## config.mk

```make
export PLATFORM = sky130hd
export DESIGN_NAME = midpoint_ellipse_rasterizer_core
export DESIGN_NICKNAME = d
export VERILOG_FILES = /design/src/rtl/mer_pkg.sv /design/src/rtl/mer_mac.sv /design/src/rtl/midpoint_ellipse_rasterizer_core.sv
export VERILOG_INCLUDE_DIRS = /design/src /design/src/rtl
export SDC_FILE = /design/constraint.sdc
export NUM_CORES = 2
export LEC_CHECK = 0
export ABC_CLOCK_PERIOD_IN_PS = 7550
export BUFFER_PORTS_ARGS = -buffer_cell sky130_fd_sc_hd__buf_4
export CELL_PAD_IN_SITES_DETAIL_PLACEMENT = 1
export CELL_PAD_IN_SITES_GLOBAL_PLACEMENT = 2
export CORE_MARGIN = 1.5
export CORE_UTILIZATION = 30
export CTS_CLUSTER_DIAMETER = 50
export DETAILED_ROUTE_END_ITERATION = 8
export PLACE_DENSITY = 0.72
export SETUP_SLACK_MARGIN = 0.05
export SLEW_MARGIN = 40
export SYNTH_ARGS = -nofsm -noshare
export SYNTH_HDL_FRONTEND = slang
export SYNTH_SLANG_ARGS = --single-unit
```

## constraint.sdc

```tcl
create_clock -name clk -period 7.55 [get_ports clk]
set_input_delay 0.755 -clock clk [delete_from_list [all_inputs] [get_ports clk]]
set_output_delay 0.755 -clock clk [all_outputs]
set_load 0.03 [all_outputs]
```

## src/rtl/assert_macros.svh

```systemverilog
// ----------------------------------------------------------------------------
// Assertion macros
// Shared concurrent assertion helpers; define NO_ASSERTIONS to drop them.
// ----------------------------------------------------------------------------
`ifndef ASSERT_MACROS_SVH
`define ASSERT_MACROS_SVH
`ifndef NO_ASSERTIONS
// Same-cycle implication
`define ASSERT_IMPLIES(label, clk, rst_n, ante, cons, msg) \
    label: assert property (@(posedge clk) disable iff (!rst_n) (ante) |-> (cons)) \
        else $error(msg);
// Next-cycle implication
`define ASSERT_NEXT(label, clk, rst_n, ante, cons, msg) \
    label: assert property (@(posedge clk) disable iff (!rst_n) (ante) |=> (cons)) \
        else $error(msg);
`else
`define ASSERT_IMPLIES(label, clk, rst_n, ante, cons, msg)
`define ASSERT_NEXT(label, clk, rst_n, ante, cons, msg)
`endif
`endif

```

## src/rtl/mer_pkg.sv

```systemverilog
// ----------------------------------------------------------------------------
// mer_pkg
// Types shared by the ellipse rasterizer sequencer and its multiply unit.
// ----------------------------------------------------------------------------
package mer_pkg;

    // Accumulator base for one multiply-accumulate operation
    typedef enum logic [1:0] {
        BASE_ZERO,
        BASE_ACC,
        BASE_EXT
    } base_sel_t;

    // Control word that travels with an operation through the unit
    typedef struct packed {
        logic      en;
        logic      sub;
        base_sel_t base;
    } mac_ctl_t;

endpackage

```

## src/rtl/mer_mac.sv

```systemverilog
// ----------------------------------------------------------------------------
// mer_mac
// Shared two-stage multiply-accumulate unit: product register, then
// acc = base +/- product in the accumulator register.
// ----------------------------------------------------------------------------
module mer_mac #(
    parameter int AW = 34,
    parameter int BW = 14
) (
    input  logic                    clk,
    input  logic                    rst_n,
    input  mer_pkg::mac_ctl_t       ctl,
    input  logic signed [AW-1:0]    a,
    input  logic signed [BW-1:0]    b,
    input  logic signed [AW+BW-1:0] ext,
    output logic signed [AW+BW-1:0] acc
);

    localparam int PW = AW + BW;

    mer_pkg::mac_ctl_t    ctl_reg;
    logic signed [PW-1:0] prod_reg;
    logic signed [PW-1:0] prod_next;
    logic signed [PW-1:0] acc_reg;
    logic signed [PW-1:0] acc_next;
    logic signed [PW-1:0] base_val;

    // Stage 1: multiply, operands sign-extended to the full product width
    assign prod_next = PW'(a) * PW'(b);

    always_ff @(posedge clk or negedge rst_n)
    begin
        if (!rst_n)
        begin
            ctl_reg <= '0;
        end
        else
        begin
            ctl_reg <= ctl;
        end
    end

    always_ff @(posedge clk)
    begin
        prod_reg <= prod_next;
        acc_reg  <= acc_next;
    end

    // Stage 2: accumulate onto the selected base
    always_comb
    begin
        case (ctl_reg.base)
            mer_pkg::BASE_ZERO: base_val = '0;
            mer_pkg::BASE_ACC:  base_val = acc_reg;
            mer_pkg::BASE_EXT:  base_val = ext;
            default:            base_val = '0;
        endcase
        if (ctl_reg.en)
        begin
            acc_next = ctl_reg.sub ? (base_val - prod_reg) : (base_val + prod_reg);
        end
        else
        begin
            acc_next = acc_reg;
        end
    end

    assign acc = acc_reg;

endmodule

```

## src/rtl/midpoint_ellipse_rasterizer_core.sv

```systemverilog
// ----------------------------------------------------------------------------
// midpoint_ellipse_rasterizer_core
// Midpoint ellipse rasterizer: one request in, one result of four points out.
// ----------------------------------------------------------------------------
// A start request (operation 0) loads center and radii and returns a result
// with valid_res low; each step request (operation 1) returns the four
// symmetric points of the current position and advances the decision
// variable, with last high on the final group. All products go through one
// shared two-stage multiply-accumulate unit driven by a small sequencer, so
// the block takes one request at a time: a start runs LOAD then ZERO, a step
// in region 2 runs UPDATE, a step in region 1 runs TEST then UPDATE (region
// test plus update), the step that changes region runs TEST, SWITCH and
// UPDATE, and a step while idle runs ZERO. A finished result waits in the
// output register while the next request is accepted.
module midpoint_ellipse_rasterizer_core #(
    parameter int COORD_BITS  = 12,
    parameter int RADIUS_BITS = 10
) (
    input  logic                         clk,
    input  logic                         rst_n,
    // request channel
    input  logic                         req_valid,
    output logic                         req_ready,
    input  logic                         operation,
    input  logic signed [COORD_BITS-1:0] center_x,
    input  logic signed [COORD_BITS-1:0] center_y,
    input  logic [RADIUS_BITS-1:0]       radius_x,
    input  logic [RADIUS_BITS-1:0]       radius_y,
    // result channel
    output logic                         rsp_valid,
    input  logic                         rsp_ready,
    output logic                         valid_res,
    output logic                         last,
    output logic signed [COORD_BITS:0]   px_right_top,
    output logic signed [COORD_BITS:0]   py_right_top,
    output logic signed [COORD_BITS:0]   px_left_bottom,
    output logic signed [COORD_BITS:0]   py_left_bottom,
    output logic signed [COORD_BITS:0]   px_right_bottom,
    output logic signed [COORD_BITS:0]   py_right_bottom,
    output logic signed [COORD_BITS:0]   px_left_top,
    output logic signed [COORD_BITS:0]   py_left_top
);

`include "assert_macros.svh"

    localparam int CW = COORD_BITS;
    localparam int RW = RADIUS_BITS;
    localparam int OW = CW + 1;
    localparam int XW = RW + 1;
    localparam int YW = RW + 2;
    localparam int AW = 3 * RW + 4;
    localparam int BW = RW + 4;
    localparam int DW = AW + BW;
    localparam int SW = ((CW > YW) ? CW : YW) + 2;

    localparam logic [2:0] LOAD_DONE   = 3'd6;
    localparam logic [2:0] SWITCH_DONE = 3'd6;
    localparam logic [2:0] TEST_DONE   = 3'd3;
    localparam logic [2:0] UPD_DONE    = 3'd3;

    localparam logic signed [BW-1:0] B_ONE   = BW'(1);
    localparam logic signed [BW-1:0] B_TWO   = BW'(2);
    localparam logic signed [BW-1:0] B_THREE = BW'(3);
    localparam logic signed [BW-1:0] B_FOUR  = BW'(4);

    typedef enum logic [2:0] {
        ST_IDLE,
        ST_LOAD,
        ST_TEST,
        ST_SWITCH,
        ST_UPDATE,
        ST_ZERO
    } state_t;

    state_t                 state_reg,  state_next;
    logic [2:0]             cnt_reg,    cnt_next;
    logic                   active_reg, active_next;
    logic                   reg2_reg,   reg2_next;
    logic signed [CW-1:0]   cx_reg,     cx_next;
    logic signed [CW-1:0]   cy_reg,     cy_next;
    logic [RW-1:0]          rx_reg,     rx_next;
    logic [RW-1:0]          ry_reg,     ry_next;
    logic [2*RW-1:0]        rx2_reg,    rx2_next;
    logic [2*RW-1:0]        ry2_reg,    ry2_next;
    logic signed [AW-1:0]   nrr_reg,    nrr_next;
    logic signed [AW-1:0]   t1_reg,     t1_next;
    logic signed [AW-1:0]   t2_reg,     t2_next;
    logic [XW-1:0]          x_reg,      x_next;
    logic signed [YW-1:0]   y_reg,      y_next;
    logic signed [DW-1:0]   dec_reg,    dec_next;

    logic                   rsp_valid_reg, rsp_valid_next;
    logic                   vres_reg,      vres_next;
    logic                   last_reg,      last_next;
    logic signed [OW-1:0]   pxr_reg, pxr_next;
    logic signed [OW-1:0]   pxl_reg, pxl_next;
    logic signed [OW-1:0]   pyt_reg, pyt_next;
    logic signed [OW-1:0]   pyb_reg, pyb_next;

    // shared unit hookup
    mer_pkg::mac_ctl_t      mac_ctl;
    logic signed [AW-1:0]   mac_a;
    logic signed [BW-1:0]   mac_b;
    logic signed [DW-1:0]   acc;

    mer_mac #(
        .AW (AW),
        .BW (BW)
    ) u_mac (
        .clk   (clk),
        .rst_n (rst_n),
        .ctl   (mac_ctl),
        .a     (mac_a),
        .b     (mac_b),
        .ext   (dec_reg),
        .acc   (acc)
    );

    // operand views
    logic signed [AW-1:0] rx_a, ry_a, rx2_a, ry2_a, rx2q_a;
    logic signed [BW-1:0] rx_b, ry_b, ry4_b, x_b, y_b;
    logic signed [BW-1:0] x2p1_b, x2p2_b, x2p3_b, y2_b, ym1_b, ym1x4_b;
    logic signed [BW-1:0] kx_b, ky_b;
    logic                 dec_neg, dec_pos, acc_neg, out_free;
    logic signed [DW-1:0] p4_adj;
    logic [XW-1:0]        x_upd;
    logic signed [YW-1:0] y_upd;
    logic signed [SW-1:0] cx_s, cy_s, x_s, y_s;
    logic signed [SW-1:0] xp_s, xm_s, yp_s, ym_s;

    assign rx_a    = {{(AW-RW){1'b0}}, rx_reg};
    assign ry_a    = {{(AW-RW){1'b0}}, ry_reg};
    assign rx2_a   = {{(AW-2*RW){1'b0}}, rx2_reg};
    assign ry2_a   = {{(AW-2*RW){1'b0}}, ry2_reg};
    assign rx2q_a  = {{(AW-2*RW+2){1'b0}}, rx2_reg[2*RW-1:2]};
    assign rx_b    = {{(BW-RW){1'b0}}, rx_reg};
    assign ry_b    = {{(BW-RW){1'b0}}, ry_reg};
    assign ry4_b   = {ry_b[BW-3:0], 2'b00};
    assign x_b     = {{(BW-XW){1'b0}}, x_reg};
    assign y_b     = {{(BW-YW){y_reg[YW-1]}}, y_reg};
    assign x2p1_b  = {x_b[BW-2:0], 1'b1};
    assign x2p2_b  = x2p1_b + B_ONE;
    assign x2p3_b  = x2p1_b + B_TWO;
    assign y2_b    = {y_b[BW-2:0], 1'b0};
    assign ym1_b   = y_b - B_ONE;
    assign ym1x4_b = {y_b[BW-3:0], 2'b00} - B_FOUR;

    assign dec_neg  = dec_reg[DW-1];
    assign dec_pos  = !dec_reg[DW-1] && (dec_reg != '0);
    assign acc_neg  = acc[DW-1];
    assign out_free = !rsp_valid_reg || rsp_ready;

    // P4 / 4 truncated toward zero
    assign p4_adj = acc + {{(DW-2){1'b0}}, acc[DW-1], acc[DW-1]};

    // Update multipliers: d += ry2*kx - rx2*ky, and the next position
    always_comb
    begin
        if (!reg2_reg)
        begin
            kx_b  = x2p3_b;
            ky_b  = dec_neg ? '0 : (y2_b - B_TWO);
            x_upd = x_reg + XW'(1);
            y_upd = dec_neg ? y_reg : (y_reg - YW'(1));
        end
        else
        begin
            kx_b  = dec_pos ? '0 : x2p2_b;
            ky_b  = dec_pos ? (y2_b - B_THREE) : (y2_b - B_ONE);
            x_upd = dec_pos ? x_reg : (x_reg + XW'(1));
            y_upd = y_reg - YW'(1);
        end
    end

    // Symmetric points, wrapped to the output width
    assign cx_s = {{(SW-CW){cx_reg[CW-1]}}, cx_reg};
    assign cy_s = {{(SW-CW){cy_reg[CW-1]}}, cy_reg};
    assign x_s  = {{(SW-XW){1'b0}}, x_reg};
    assign y_s  = {{(SW-YW){y_reg[YW-1]}}, y_reg};
    assign xp_s = cx_s + x_s;
    assign xm_s = cx_s - x_s;
    assign yp_s = cy_s + y_s;
    assign ym_s = cy_s - y_s;

    assign req_ready = (state_reg == ST_IDLE);

    // Sequencer
    always_comb
    begin
        state_next     = state_reg;
        cnt_next       = cnt_reg;
        active_next    = active_reg;
        reg2_next      = reg2_reg;
        cx_next        = cx_reg;
        cy_next        = cy_reg;
        rx_next        = rx_reg;
        ry_next        = ry_reg;
        rx2_next       = rx2_reg;
        ry2_next       = ry2_reg;
        nrr_next       = nrr_reg;
        t1_next        = t1_reg;
        t2_next        = t2_reg;
        x_next         = x_reg;
        y_next         = y_reg;
        dec_next       = dec_reg;
        rsp_valid_next = rsp_valid_reg && !rsp_ready;
        vres_next      = vres_reg;
        last_next      = last_reg;
        pxr_next       = pxr_reg;
        pxl_next       = pxl_reg;
        pyt_next       = pyt_reg;
        pyb_next       = pyb_reg;
        mac_ctl        = '{en: 1'b0, sub: 1'b0, base: mer_pkg::BASE_ZERO};
        mac_a          = '0;
        mac_b          = '0;

        case (state_reg)
            ST_IDLE:
            begin
                cnt_next = '0;
                if (req_valid)
                begin
                    if (!operation)
                    begin
                        cx_next    = center_x;
                        cy_next    = center_y;
                        rx_next    = radius_x;
                        ry_next    = radius_y;
                        state_next = ST_LOAD;
                    end
                    else if (!active_reg)
                    begin
                        state_next = ST_ZERO;
                    end
                    else if (reg2_reg)
                    begin
                        state_next = ST_UPDATE;
                    end
                    else
                    begin
                        state_next = ST_TEST;
                    end
                end
            end

            // rx2, ry2, -rx2*ry and the initial decision
            ST_LOAD:
            begin
                cnt_next = cnt_reg + 3'd1;
                case (cnt_reg)
                    3'd0:
                    begin
                        mac_ctl = '{en: 1'b1, sub: 1'b0, base: mer_pkg::BASE_ZERO};
                        mac_a   = rx_a;
                        mac_b   = rx_b;
                    end
                    3'd1:
                    begin
                        mac_ctl = '{en: 1'b1, sub: 1'b0, base: mer_pkg::BASE_ZERO};
                        mac_a   = ry_a;
                        mac_b   = ry_b;
                    end
                    3'd2:
                    begin
                        rx2_next = acc[2*RW-1:0];
                        mac_ctl  = '{en: 1'b1, sub: 1'b1, base: mer_pkg::BASE_ZERO};
                        mac_a    = acc[AW-1:0];
                        mac_b    = ry_b;
                    end
                    3'd3:
                    begin
                        ry2_next = acc[2*RW-1:0];
                        mac_ctl  = '{en: 1'b1, sub: 1'b0, base: mer_pkg::BASE_ACC};
                        mac_a    = rx2q_a;
                        mac_b    = B_ONE;
                    end
                    3'd4:
                    begin
                        nrr_next = acc[AW-1:0];
                        mac_ctl  = '{en: 1'b1, sub: 1'b0, base: mer_pkg::BASE_ACC};
                        mac_a    = ry2_a;
                        mac_b    = B_ONE;
                    end
                    default:
                    begin
                    end
                endcase
                if (cnt_reg == LOAD_DONE)
                begin
                    dec_next    = acc;
                    x_next      = '0;
                    y_next      = {{(YW-RW){1'b0}}, ry_reg};
                    reg2_next   = 1'b0;
                    active_next = 1'b1;
                    state_next  = ST_ZERO;
                end
            end

            // region-1 test: x*ry2 - y*rx2 < 0
            ST_TEST:
            begin
                cnt_next = cnt_reg + 3'd1;
                case (cnt_reg)
                    3'd0:
                    begin
                        mac_ctl = '{en: 1'b1, sub: 1'b0, base: mer_pkg::BASE_ZERO};
                        mac_a   = ry2_a;
                        mac_b   = x_b;
                    end
                    3'd1:
                    begin
                        mac_ctl = '{en: 1'b1, sub: 1'b1, base: mer_pkg::BASE_ACC};
                        mac_a   = rx2_a;
                        mac_b   = y_b;
                    end
                    default:
                    begin
                    end
                endcase
                if (cnt_reg == TEST_DONE)
                begin
                    cnt_next   = '0;
                    state_next = acc_neg ? ST_UPDATE : ST_SWITCH;
                end
            end

            // region change: P4 = (2x+1)^2 ry2 + 4(y-1)^2 rx2 - 4 rx2 ry2
            ST_SWITCH:
            begin
                cnt_next = cnt_reg + 3'd1;
                case (cnt_reg)
                    3'd0:
                    begin
                        mac_ctl = '{en: 1'b1, sub: 1'b0, base: mer_pkg::BASE_ZERO};
                        mac_a   = ry2_a;
                        mac_b   = x2p1_b;
                    end
                    3'd1:
                    begin
                        mac_ctl = '{en: 1'b1, sub: 1'b0, base: mer_pkg::BASE_ZERO};
                        mac_a   = rx2_a;
                        mac_b   = ym1_b;
                    end
                    3'd2:
                    begin
                        t1_next = acc[AW-1:0];
                        mac_ctl = '{en: 1'b1, sub: 1'b0, base: mer_pkg::BASE_ZERO};
                        mac_a   = nrr_reg;
                        mac_b   = ry4_b;
                    end
                    3'd3:
                    begin
                        t2_next = acc[AW-1:0];
                        mac_ctl = '{en: 1'b1, sub: 1'b0, base: mer_pkg::BASE_ACC};
                        mac_a   = t1_reg;
                        mac_b   = x2p1_b;
                    end
                    3'd4:
                    begin
                        mac_ctl = '{en: 1'b1, sub: 1'b0, base: mer_pkg::BASE_ACC};
                        mac_a   = t2_reg;
                        mac_b   = ym1x4_b;
                    end
                    default:
                    begin
                    end
                endcase
                if (cnt_reg == SWITCH_DONE)
                begin
                    dec_next   = p4_adj >>> 2;
                    reg2_next  = 1'b1;
                    cnt_next   = '0;
                    state_next = ST_UPDATE;
                end
            end

            // decision update, emit current points, advance position
            ST_UPDATE:
            begin
                if (cnt_reg != UPD_DONE)
                begin
                    cnt_next = cnt_reg + 3'd1;
                end
                case (cnt_reg)
                    3'd0:
                    begin
                        mac_ctl = '{en: 1'b1, sub: 1'b0, base: mer_pkg::BASE_EXT};
                        mac_a   = ry2_a;
                        mac_b   = kx_b;
                    end
                    3'd1:
                    begin
                        mac_ctl = '{en: 1'b1, sub: 1'b1, base: mer_pkg::BASE_ACC};
                        mac_a   = rx2_a;
                        mac_b   = ky_b;
                    end
                    default:
                    begin
                    end
                endcase
                if ((cnt_reg == UPD_DONE) && out_free)
                begin
                    rsp_valid_next = 1'b1;
                    vres_next      = 1'b1;
                    last_next      = reg2_reg && y_upd[YW-1];
                    pxr_next       = xp_s[OW-1:0];
                    pxl_next       = xm_s[OW-1:0];
                    pyt_next       = ym_s[OW-1:0];
                    pyb_next       = yp_s[OW-1:0];
                    dec_next       = acc;
                    x_next         = x_upd;
                    y_next         = y_upd;
                    active_next    = !(reg2_reg && y_upd[YW-1]);
                    state_next     = ST_IDLE;
                end
            end

            // result with no pixels (start, or step while idle)
            ST_ZERO:
            begin
                if (out_free)
                begin
                    rsp_valid_next = 1'b1;
                    vres_next      = 1'b0;
                    last_next      = 1'b0;
                    pxr_next       = '0;
                    pxl_next       = '0;
                    pyt_next       = '0;
                    pyb_next       = '0;
                    state_next     = ST_IDLE;
                end
            end

            default:
            begin
                state_next = ST_IDLE;
            end
        endcase
    end

    // State and registered outputs
    always_ff @(posedge clk or negedge rst_n)
    begin
        if (!rst_n)
        begin
            state_reg     <= ST_IDLE;
            cnt_reg       <= '0;
            active_reg    <= 1'b0;
            reg2_reg      <= 1'b0;
            cx_reg        <= '0;
            cy_reg        <= '0;
            rx_reg        <= '0;
            ry_reg        <= '0;
            rx2_reg       <= '0;
            ry2_reg       <= '0;
            nrr_reg       <= '0;
            t1_reg        <= '0;
            t2_reg        <= '0;
            x_reg         <= '0;
            y_reg         <= '0;
            dec_reg       <= '0;
            rsp_valid_reg <= 1'b0;
            vres_reg      <= 1'b0;
            last_reg      <= 1'b0;
            pxr_reg       <= '0;
            pxl_reg       <= '0;
            pyt_reg       <= '0;
            pyb_reg       <= '0;
        end
        else
        begin
            state_reg     <= state_next;
            cnt_reg       <= cnt_next;
            active_reg    <= active_next;
            reg2_reg      <= reg2_next;
            cx_reg        <= cx_next;
            cy_reg        <= cy_next;
            rx_reg        <= rx_next;
            ry_reg        <= ry_next;
            rx2_reg       <= rx2_next;
            ry2_reg       <= ry2_next;
            nrr_reg       <= nrr_next;
            t1_reg        <= t1_next;
            t2_reg        <= t2_next;
            x_reg         <= x_next;
            y_reg         <= y_next;
            dec_reg       <= dec_next;
            rsp_valid_reg <= rsp_valid_next;
            vres_reg      <= vres_next;
            last_reg      <= last_next;
            pxr_reg       <= pxr_next;
            pxl_reg       <= pxl_next;
            pyt_reg       <= pyt_next;
            pyb_reg       <= pyb_next;
        end
    end

    assign rsp_valid       = rsp_valid_reg;
    assign valid_res       = vres_reg;
    assign last            = last_reg;
    assign px_right_top    = pxr_reg;
    assign py_right_top    = pyt_reg;
    assign px_left_bottom  = pxl_reg;
    assign py_left_bottom  = pyb_reg;
    assign px_right_bottom = pxr_reg;
    assign py_right_bottom = pyb_reg;
    assign px_left_top     = pxl_reg;
    assign py_left_top     = pyt_reg;

    // Checks
    `ASSERT_NEXT(a_busy_after_req, clk, rst_n, req_valid && req_ready, !req_ready, "ready after accept")
    `ASSERT_IMPLIES(a_last_has_pixels, clk, rst_n, rsp_valid && last, valid_res, "last without pixels")
    `ASSERT_IMPLIES(a_y_nonneg_active, clk, rst_n, active_reg, !y_reg[YW-1], "negative y while active")

endmodule

```

# ---- Word level (Yosys, flattened, before mapping)
# Index checks and enable logic that the tools add are counted.
dict set report word_totals {
  input_bits 49
  wordCells 179
  reg_bits 420
  output_inout_bits 108
}
dict set report classes {
  n_mul 1
  reduce_logical 37
  n_eq_ne 22
  n_bitwise 1
  addsub 17
  n_mux 72
}
# operator n
set op_table {}
lappend op_table {{34-bit one-hot mux with 5 select lines} 2}
lappend op_table {{48-bit two-way mux} 4}
lappend op_table {{48-bit one-hot mux with 3 select lines} 1}
lappend op_table {{14-bit one-hot mux with 4 select lines} 2}
lappend op_table {{13-bit one-hot mux with 2 select lines} 4}
lappend op_table {{34-bit one-hot mux with 3 select lines} 1}
lappend op_table {{48-bit one-hot mux with 2 select lines} 1}
lappend op_table {{13-bit two-way mux} 7}
lappend op_table {{14-bit one-hot mux with 2 select lines} 2}
lappend op_table {{48-bit by 2-bit adder with 48-bit output} 1}
lappend op_table {{48-bit adder} 1}
lappend op_table {{34-bit by 14-bit multiplier with 48-bit output} 1}
lappend op_table {{12-bit two-way mux} 4}
lappend op_table {{48-bit nonzero test} 1}
lappend op_table {{48-bit subtractor} 1}
lappend op_table {{11-bit two-way mux} 4}
lappend op_table {{14-bit two-way mux} 3}
lappend op_table {{20-bit one-hot mux with 2 select lines} 1}
lappend op_table {{3-bit two-way mux} 13}
lappend op_table {{10-bit one-hot mux with 3 select lines} 1}
lappend op_table {{13-bit by 3-bit subtractor with 14-bit output (second input constant)} 2}
lappend op_table {{12-bit by 12-bit adder with 13-bit output} 2}
lappend op_table {{12-bit by 12-bit subtractor with 13-bit output} 2}
lappend op_table {{12-bit one-hot mux with 2 select lines} 1}
lappend op_table {{other kinds (38)} 88}

# ---- Logic depth before layout (Yosys ltp)
dict set report logic_depth {
  depth_word 7
  mapped_depth 36
}

# ---- Hierarchy
# From an unflattened synthesis, not the netlist that was laid out.
dict set report hier_totals {
  hier_cells 4639
  hier_area_um2 41919.0
}
# mod area_each_um2 cells_per_inst n_inst
set by_module_without_submodules {}
lappend by_module_without_submodules {mer_mac 22634.2 2535 1}
lappend by_module_without_submodules {midpoint_ellipse_rasterizer_core 19284.7 2104 1}

# ---- Worst setup path before layout
# Ideal clock, no wire load.
dict set report synth_timing {
  path_type {flip-flop to flip-flop}
  start {reg cnt_reg[0]}
  end {reg u_mac.prod_reg[41]}
  path_slack_ps -306
  path_stages_with_launch 35
  setup_ps 126
  t_arrival_ps 7730
  path_buffers 4
  cell_sequence {dfrtp_1 > inv_1 > ha_1 > nor2b_1 > clkbuf_1 > and3_1 > clkbuf_1 > a22oi_1 > o21ai_0 > a21oi_1 > o21ai_0 > a21oi_1 > clkbuf_1 > nor2_1 > fa_1 > inv_1 > fa_1 > inv_1 > fa_1 > fa_1 > fa_1 > inv_1 > fa_1 > inv_1 > ha_1 > clkbuf_1 > and4_1 > nand2_1 > nor4bb_1 > a21boi_0 > o21ai_1 > a41o_1 > a311o_1 > a21oi_1 > xnor2_1}
}
dict set report synth_between {
  elab_chain_cells 5
  word_cells_on_any_way 18
}
# item line_no
set synth_rtl {}
lappend synth_rtl {{start, declared} midpoint_ellipse_rasterizer_core.sv:76} ;# logic [2:0] cnt_reg, cnt_next;
lappend synth_rtl {{start signal, assigned} midpoint_ellipse_rasterizer_core.sv:473} ;# cnt_reg <= cnt_next;
lappend synth_rtl {{3-bit by 2-bit equality test with 1-bit output (tied with other cells)} {midpoint_ellipse_rasterizer_core.sv:250, midpoint_ellipse_rasterizer_core.sv:331}}
lappend synth_rtl {{2-bit OR reduction (no line)} -}
lappend synth_rtl {{14-bit one-hot mux with 4 select lines or 10-bit one-hot mux with 3 select lines (tied branches)} {midpoint_ellipse_rasterizer_core.sv:331, midpoint_ellipse_rasterizer_core.sv:250}}
lappend synth_rtl {{14-bit one-hot mux with 4 select lines} midpoint_ellipse_rasterizer_core.sv:217} ;# case (state_reg)
lappend synth_rtl {{34-bit by 14-bit multiplier with 48-bit output *} mer_mac.sv:29} ;# assign prod_next = PW'(a) * PW'(b);
lappend synth_rtl {{named net u_mac.prod_next[41]} mer_mac.sv:23} ;# logic signed [PW-1:0] prod_next;
lappend synth_rtl {{end signal, assigned} mer_mac.sv:45} ;# prod_reg <= prod_next;
lappend synth_rtl {{end, declared} mer_mac.sv:22} ;# logic signed [PW-1:0] prod_reg;
# Mark *: on every way through the listed nets, which the timed path passes. The rest lies on a longest branch.
# A chain may end at the register's enable or synchronous reset.

# ---- Final worst setup path
dict set report layout_timing {
  start {reg dec_reg[30]}
  end {reg u_mac.prod_reg[41]}
}
dict set report layout_between {
  elab_chain_cells 7
  word_cells_on_any_way 9
}
# item line_no
set layout_rtl {}
lappend layout_rtl {{start, declared} midpoint_ellipse_rasterizer_core.sv:90} ;# logic signed [DW-1:0] dec_reg, dec_next;
lappend layout_rtl {{start signal, assigned} midpoint_ellipse_rasterizer_core.sv:487} ;# dec_reg <= dec_next;
lappend layout_rtl {{48-bit nonzero test *} midpoint_ellipse_rasterizer_core.sv:149} ;# assign dec_pos = !dec_reg[DW-1] && (dec_reg != '0);
lappend layout_rtl {{1-bit logical AND *} midpoint_ellipse_rasterizer_core.sv:149}
lappend layout_rtl {{14-bit two-way mux or 13-bit two-way mux (tied branches)} {midpoint_ellipse_rasterizer_core.sv:169, midpoint_ellipse_rasterizer_core.sv:168}}
lappend layout_rtl {{14-bit two-way mux or 13-bit two-way mux (tied branches)} midpoint_ellipse_rasterizer_core.sv:159} ;# if (!reg2_reg)
lappend layout_rtl {{14-bit one-hot mux with 2 select lines *} midpoint_ellipse_rasterizer_core.sv:384} ;# case (cnt_reg)
lappend layout_rtl {{14-bit one-hot mux with 4 select lines *} midpoint_ellipse_rasterizer_core.sv:217}
lappend layout_rtl {{34-bit by 14-bit multiplier with 48-bit output *} mer_mac.sv:29}
lappend layout_rtl {{named net u_mac.prod_next[41]} mer_mac.sv:23}
# Marks and branches as above.

==> impl_metrics.sql <==
INSERT INTO impl_metrics (metric_group, metric, value, unit) VALUES
('logic_synthesis', 'synthesis.yosys.warnings', '0', ''),
('setup_path', 'reg2reg_setup_slack', '-0.90', 'ns'),
('cts', 'clkSinkCount', '418', ''),
('grt', 'pin_count_of_the_biggest_net_entering_global_routing', '130', ''),
('logic_synthesis', 'synth_flop_cell', 'sky130_fd_sc_hd__dfrtp_1', ''),
('logic_synthesis', 'post_synth_most_frequent_cells', '591 x sky130_fd_sc_hd__inv_1, 499 x sky130_fd_sc_hd__nand2_1, 466 x sky130_fd_sc_hd__nor2_1, 440 x sky130_fd_sc_hd__fa_1, 322 x sky130_fd_sc_hd__dfrtp_1', ''),
('cts', 'largest_buffer_count_on_any_clock_path', '3', ''),
('floorplan', 'die-area', '143100', 'um^2'),
('cts', 'cts_tree', 'done', ''),
('power_and_ir_drop', 'intPower', '12810', 'uW'),
('sta', 'skew', '0.02586', 'ns'),
('placement', 'routabilityCongestion', '0.9429', ''),
('logic_synthesis', 'muxShareOfSynthArea', '0.05468', ''),
('grt', 'number_of_antenna_violations_at_the_first_check_in_global_routing', '1', ''),
('finish', 'layout.core_utilization', '0.3922', ''),
('grt', 'overall_fraction_of_global_route_tracks_in_use', '0.2205', ''),
('route', 'firstDrtPassIters', '5', ''),
('floorplan', 'floorplan.die.width', '378.3', 'um'),
('floorplan', 'floorplan.core_area', '139700', 'um^2'),
('setup_path', 'critPathRequiredTime', '8.10', 'ns'),
('setup_path', 'crit_fanout', '7', ''),
('power_and_ir_drop', 'leakage_power_summed_over_all_cells', '0.02563', 'uW'),
('setup_path', 'critPathLaunchType', 'flop', ''),
('floorplan', 'row_count', '137', ''),
('power_and_ir_drop', 'comb_power_share', '0.685', ''),
('logic_synthesis', 'netlist_instances', '4720', ''),
('power_and_ir_drop', 'net-switching-power', '12410', 'uW'),
('placement', 'place_ws', '-1.592', 'ns'),
('logic_synthesis', 'synth-compound-area-share', '0.1542', ''),
('cts', 'tritoncts.num_buffers', '71', ''),
('finish', 'layout-drive-gt1-share', '0.2730', ''),
('setup_path', 'worstPathArrival', '9.00', 'ns'),
('floorplan', 'io-pin-count', '157', ''),
('sta', 'setup-violations-final', '32', ''),
('logic_synthesis', 'synthXorXnorAreaFrac', '0.04535', ''),
('sta', 'tightestPinTransition', '0.8630', 'ns'),
('logic_synthesis', 'avgSynthCellArea', '8.954', 'um^2'),
('grt', 'first_pass_grt_wire_length', '242.8', 'mm'),
('power_and_ir_drop', 'power.density_cell_area', '460.2', 'nW/um^2'),
('power_and_ir_drop', 'clockPowerShare', '0.135', ''),
('route', 'detailed_route_wire_length_per_cell', '21.38', 'um'),
('logic_synthesis', 'post-synth-top-count-cell', 'sky130_fd_sc_hd__inv_1', ''),
('cts', 'worstSkewPairLatency', '0.63', 'ns'),
('power_and_ir_drop', 'share_seq_of_total_power', '0.180', ''),
('floorplan', 'chipHeight', '378.3', 'um'),
('route', 'dr.first_iter.drc_count', '1936', ''),
('setup_path', 'critical-path-top-cell-by-count', 'sky130_fd_sc_hd__fa_1', ''),
('setup_path', 'cp-end-kind', 'flop', ''),
('sta', 'fmax', '0.1183', 'GHz'),
('sta', 'timing.max_slew.rel_slack', '0.4234', ''),
('run_status', 'violations', 'setup timing', ''),
('sta', 'finalHoldViolations', '0', ''),
('run_status', 'outcome', 'finished, violations left', ''),
('finish', 'final_net_count', '6101', ''),
('logic_synthesis', 'post_synth_instance_area', '42260', 'um^2'),
('hold_path', 'worstHoldPathType', 'primary input to asynchronous set/reset pin', ''),
('logic_synthesis', 'synth_top_cells_by_area', 'sky130_fd_sc_hd__fa_1 21%, sky130_fd_sc_hd__dfrtp_1 19%, sky130_fd_sc_hd__ha_1 6.3%, sky130_fd_sc_hd__inv_1 5.2%, sky130_fd_sc_hd__mux2_2 5.1%', ''),
('logic_synthesis', 'synth_enable_flop_cells', '48', ''),
('route', 'viasPerCell', '5.030', ''),
('finish', 'layout_area_growth_over_synthesis', '29.65', '%'),
('grt', 'grt_pass1_vias', '40230', ''),
('power_and_ir_drop', 'switching_share', '0.4921', ''),
('route', 'final_antenna_net_count', '0', ''),
('power_and_ir_drop', 'ir_worst_vdd', '0.3763', 'mV'),
('grt', 'globalRouteOverflowTotal', '0', ''),
('sta', 'worst_slack', '-0.9020', 'ns'),
('route', 'drc_errors', '0', ''),
('logic_synthesis', 'synth_area_leader_cell', 'sky130_fd_sc_hd__fa_1', ''),
('power_and_ir_drop', 'design_power_total', '25210', 'uW'),
('floorplan', 'floorplan.initialDensity', '0.3025', ''),
('logic_synthesis', 'yosysSeqAreaShare', '0.2475', '');
## layout make-up
cell class | count | area [um^2]
Tap cell | 1876 | 2347
Sequential cell | 418 | 10460
Multi-Input combinational cell | 3386 | 29300
Antenna cell | 2 | 5.005
Inverter | 591 | 2218
Timing Repair Buffer | 930 | 7954
Clock inverter | 43 | 496.7
Clock buffer | 89 | 2011
Fill cell | 16010 | 84910
## power by group through the flow
| stage | sequential (uW) | combinational (uW) | clock (uW) |
|---|---|---|---|
| 6_report | 4530 | 17300 | 3400 |
| 5_1_grt | 4650 | 18800 | 3570 |
| 4_1_cts | 4540 | 17200 | 3470 |
| 3_5_place_dp | 4560 | 16900 | 0 |
| 3_3_place_gp | 4510 | 16700 | 0 |
| 2_1_floorplan | 4430 | 10900 | 0 |
## kinds of logic after synthesis
group / count (synthesis)
xor gates and xnor gates: 218
buffers and inverters: 916
muxes: 207
DFF: 418
and+or+nand+nor: 1330
adders and majority gates: 654
AOI/OAI and AO/OA: 977
## layer usage
layer	wire, um	GRT usage
met1	64160	0.2629
met2	81820	0.4079
met3	4280	0.01826
met4	6557	0.08358
met5	0	0
## worst paths after layout
| kind | start | end | cells after the start |
|---|---|---|---|
| worst max register to register | dec_reg[30] | u_mac.prod_reg[41] | 34 |
| min in group clk | radius_x[4] | rx_reg[4] | 2 |
| worst max-delay path | dec_reg[30] | u_mac.prod_reg[41] | 34 |
| worst min-delay path | rst_n | px_right_bottom[1] | 1 |
| max in group asynchronous | rst_n | t1_reg[30] | 4 |
| worst min register to register | valid_res | valid_res | 2 |
## repair_timing
action	in CTS	in global routing
gates cloned	1	2
hold endpoints to repair	0	0
buffers inserted	34	16
pin swaps	78	58
setup endpoints to repair	37	37
resized for setup	143	112
## worst max-delay path: cells and delay by family, from the launching register on
kind            cells  cell delay (ns)
buf+inv             9             1.08
flops               1             0.38
fa+ha+maj           7             3.22
compound gates      9             2.13
mux                 1             0.25
simple gates        6             0.94
xor+xnor            2             0.33
## stage by stage
step / TNS, ns / instances
floorplan: -0.04852 / 4720
global placement: -28.17 / 7149
detailed placement: -33.74 / 7150
CTS: -18.75 / 7317
global route: -29.22 / 7333
finish: -18.64 / 7335
## placed cells by master (no fill, tap or decap), types with 35 or more instances in the layout
cell and count:
sky130_fd_sc_hd__a21o_1 62, sky130_fd_sc_hd__a21oi_1 194, sky130_fd_sc_hd__a222oi_1 45, sky130_fd_sc_hd__a22o_1 39, sky130_fd_sc_hd__a22oi_1 102, sky130_fd_sc_hd__and2_1 36
sky130_fd_sc_hd__buf_12 60, sky130_fd_sc_hd__buf_4 838, sky130_fd_sc_hd__clkbuf_16 79, sky130_fd_sc_hd__dfrtp_1 321, sky130_fd_sc_hd__dfxtp_1 48, sky130_fd_sc_hd__edfxtp_1 48
sky130_fd_sc_hd__fa_1 420, sky130_fd_sc_hd__ha_1 192, sky130_fd_sc_hd__inv_1 572, sky130_fd_sc_hd__mux2_2 191, sky130_fd_sc_hd__nand2_1 482, sky130_fd_sc_hd__nand2b_1 41
sky130_fd_sc_hd__nand3_1 56, sky130_fd_sc_hd__nor2_1 447, sky130_fd_sc_hd__nor2b_1 40, sky130_fd_sc_hd__nor3_1 35, sky130_fd_sc_hd__o21ai_0 193, sky130_fd_sc_hd__xnor2_1 163
sky130_fd_sc_hd__xor2_1 37
Power figures use the tool's default switching activity.
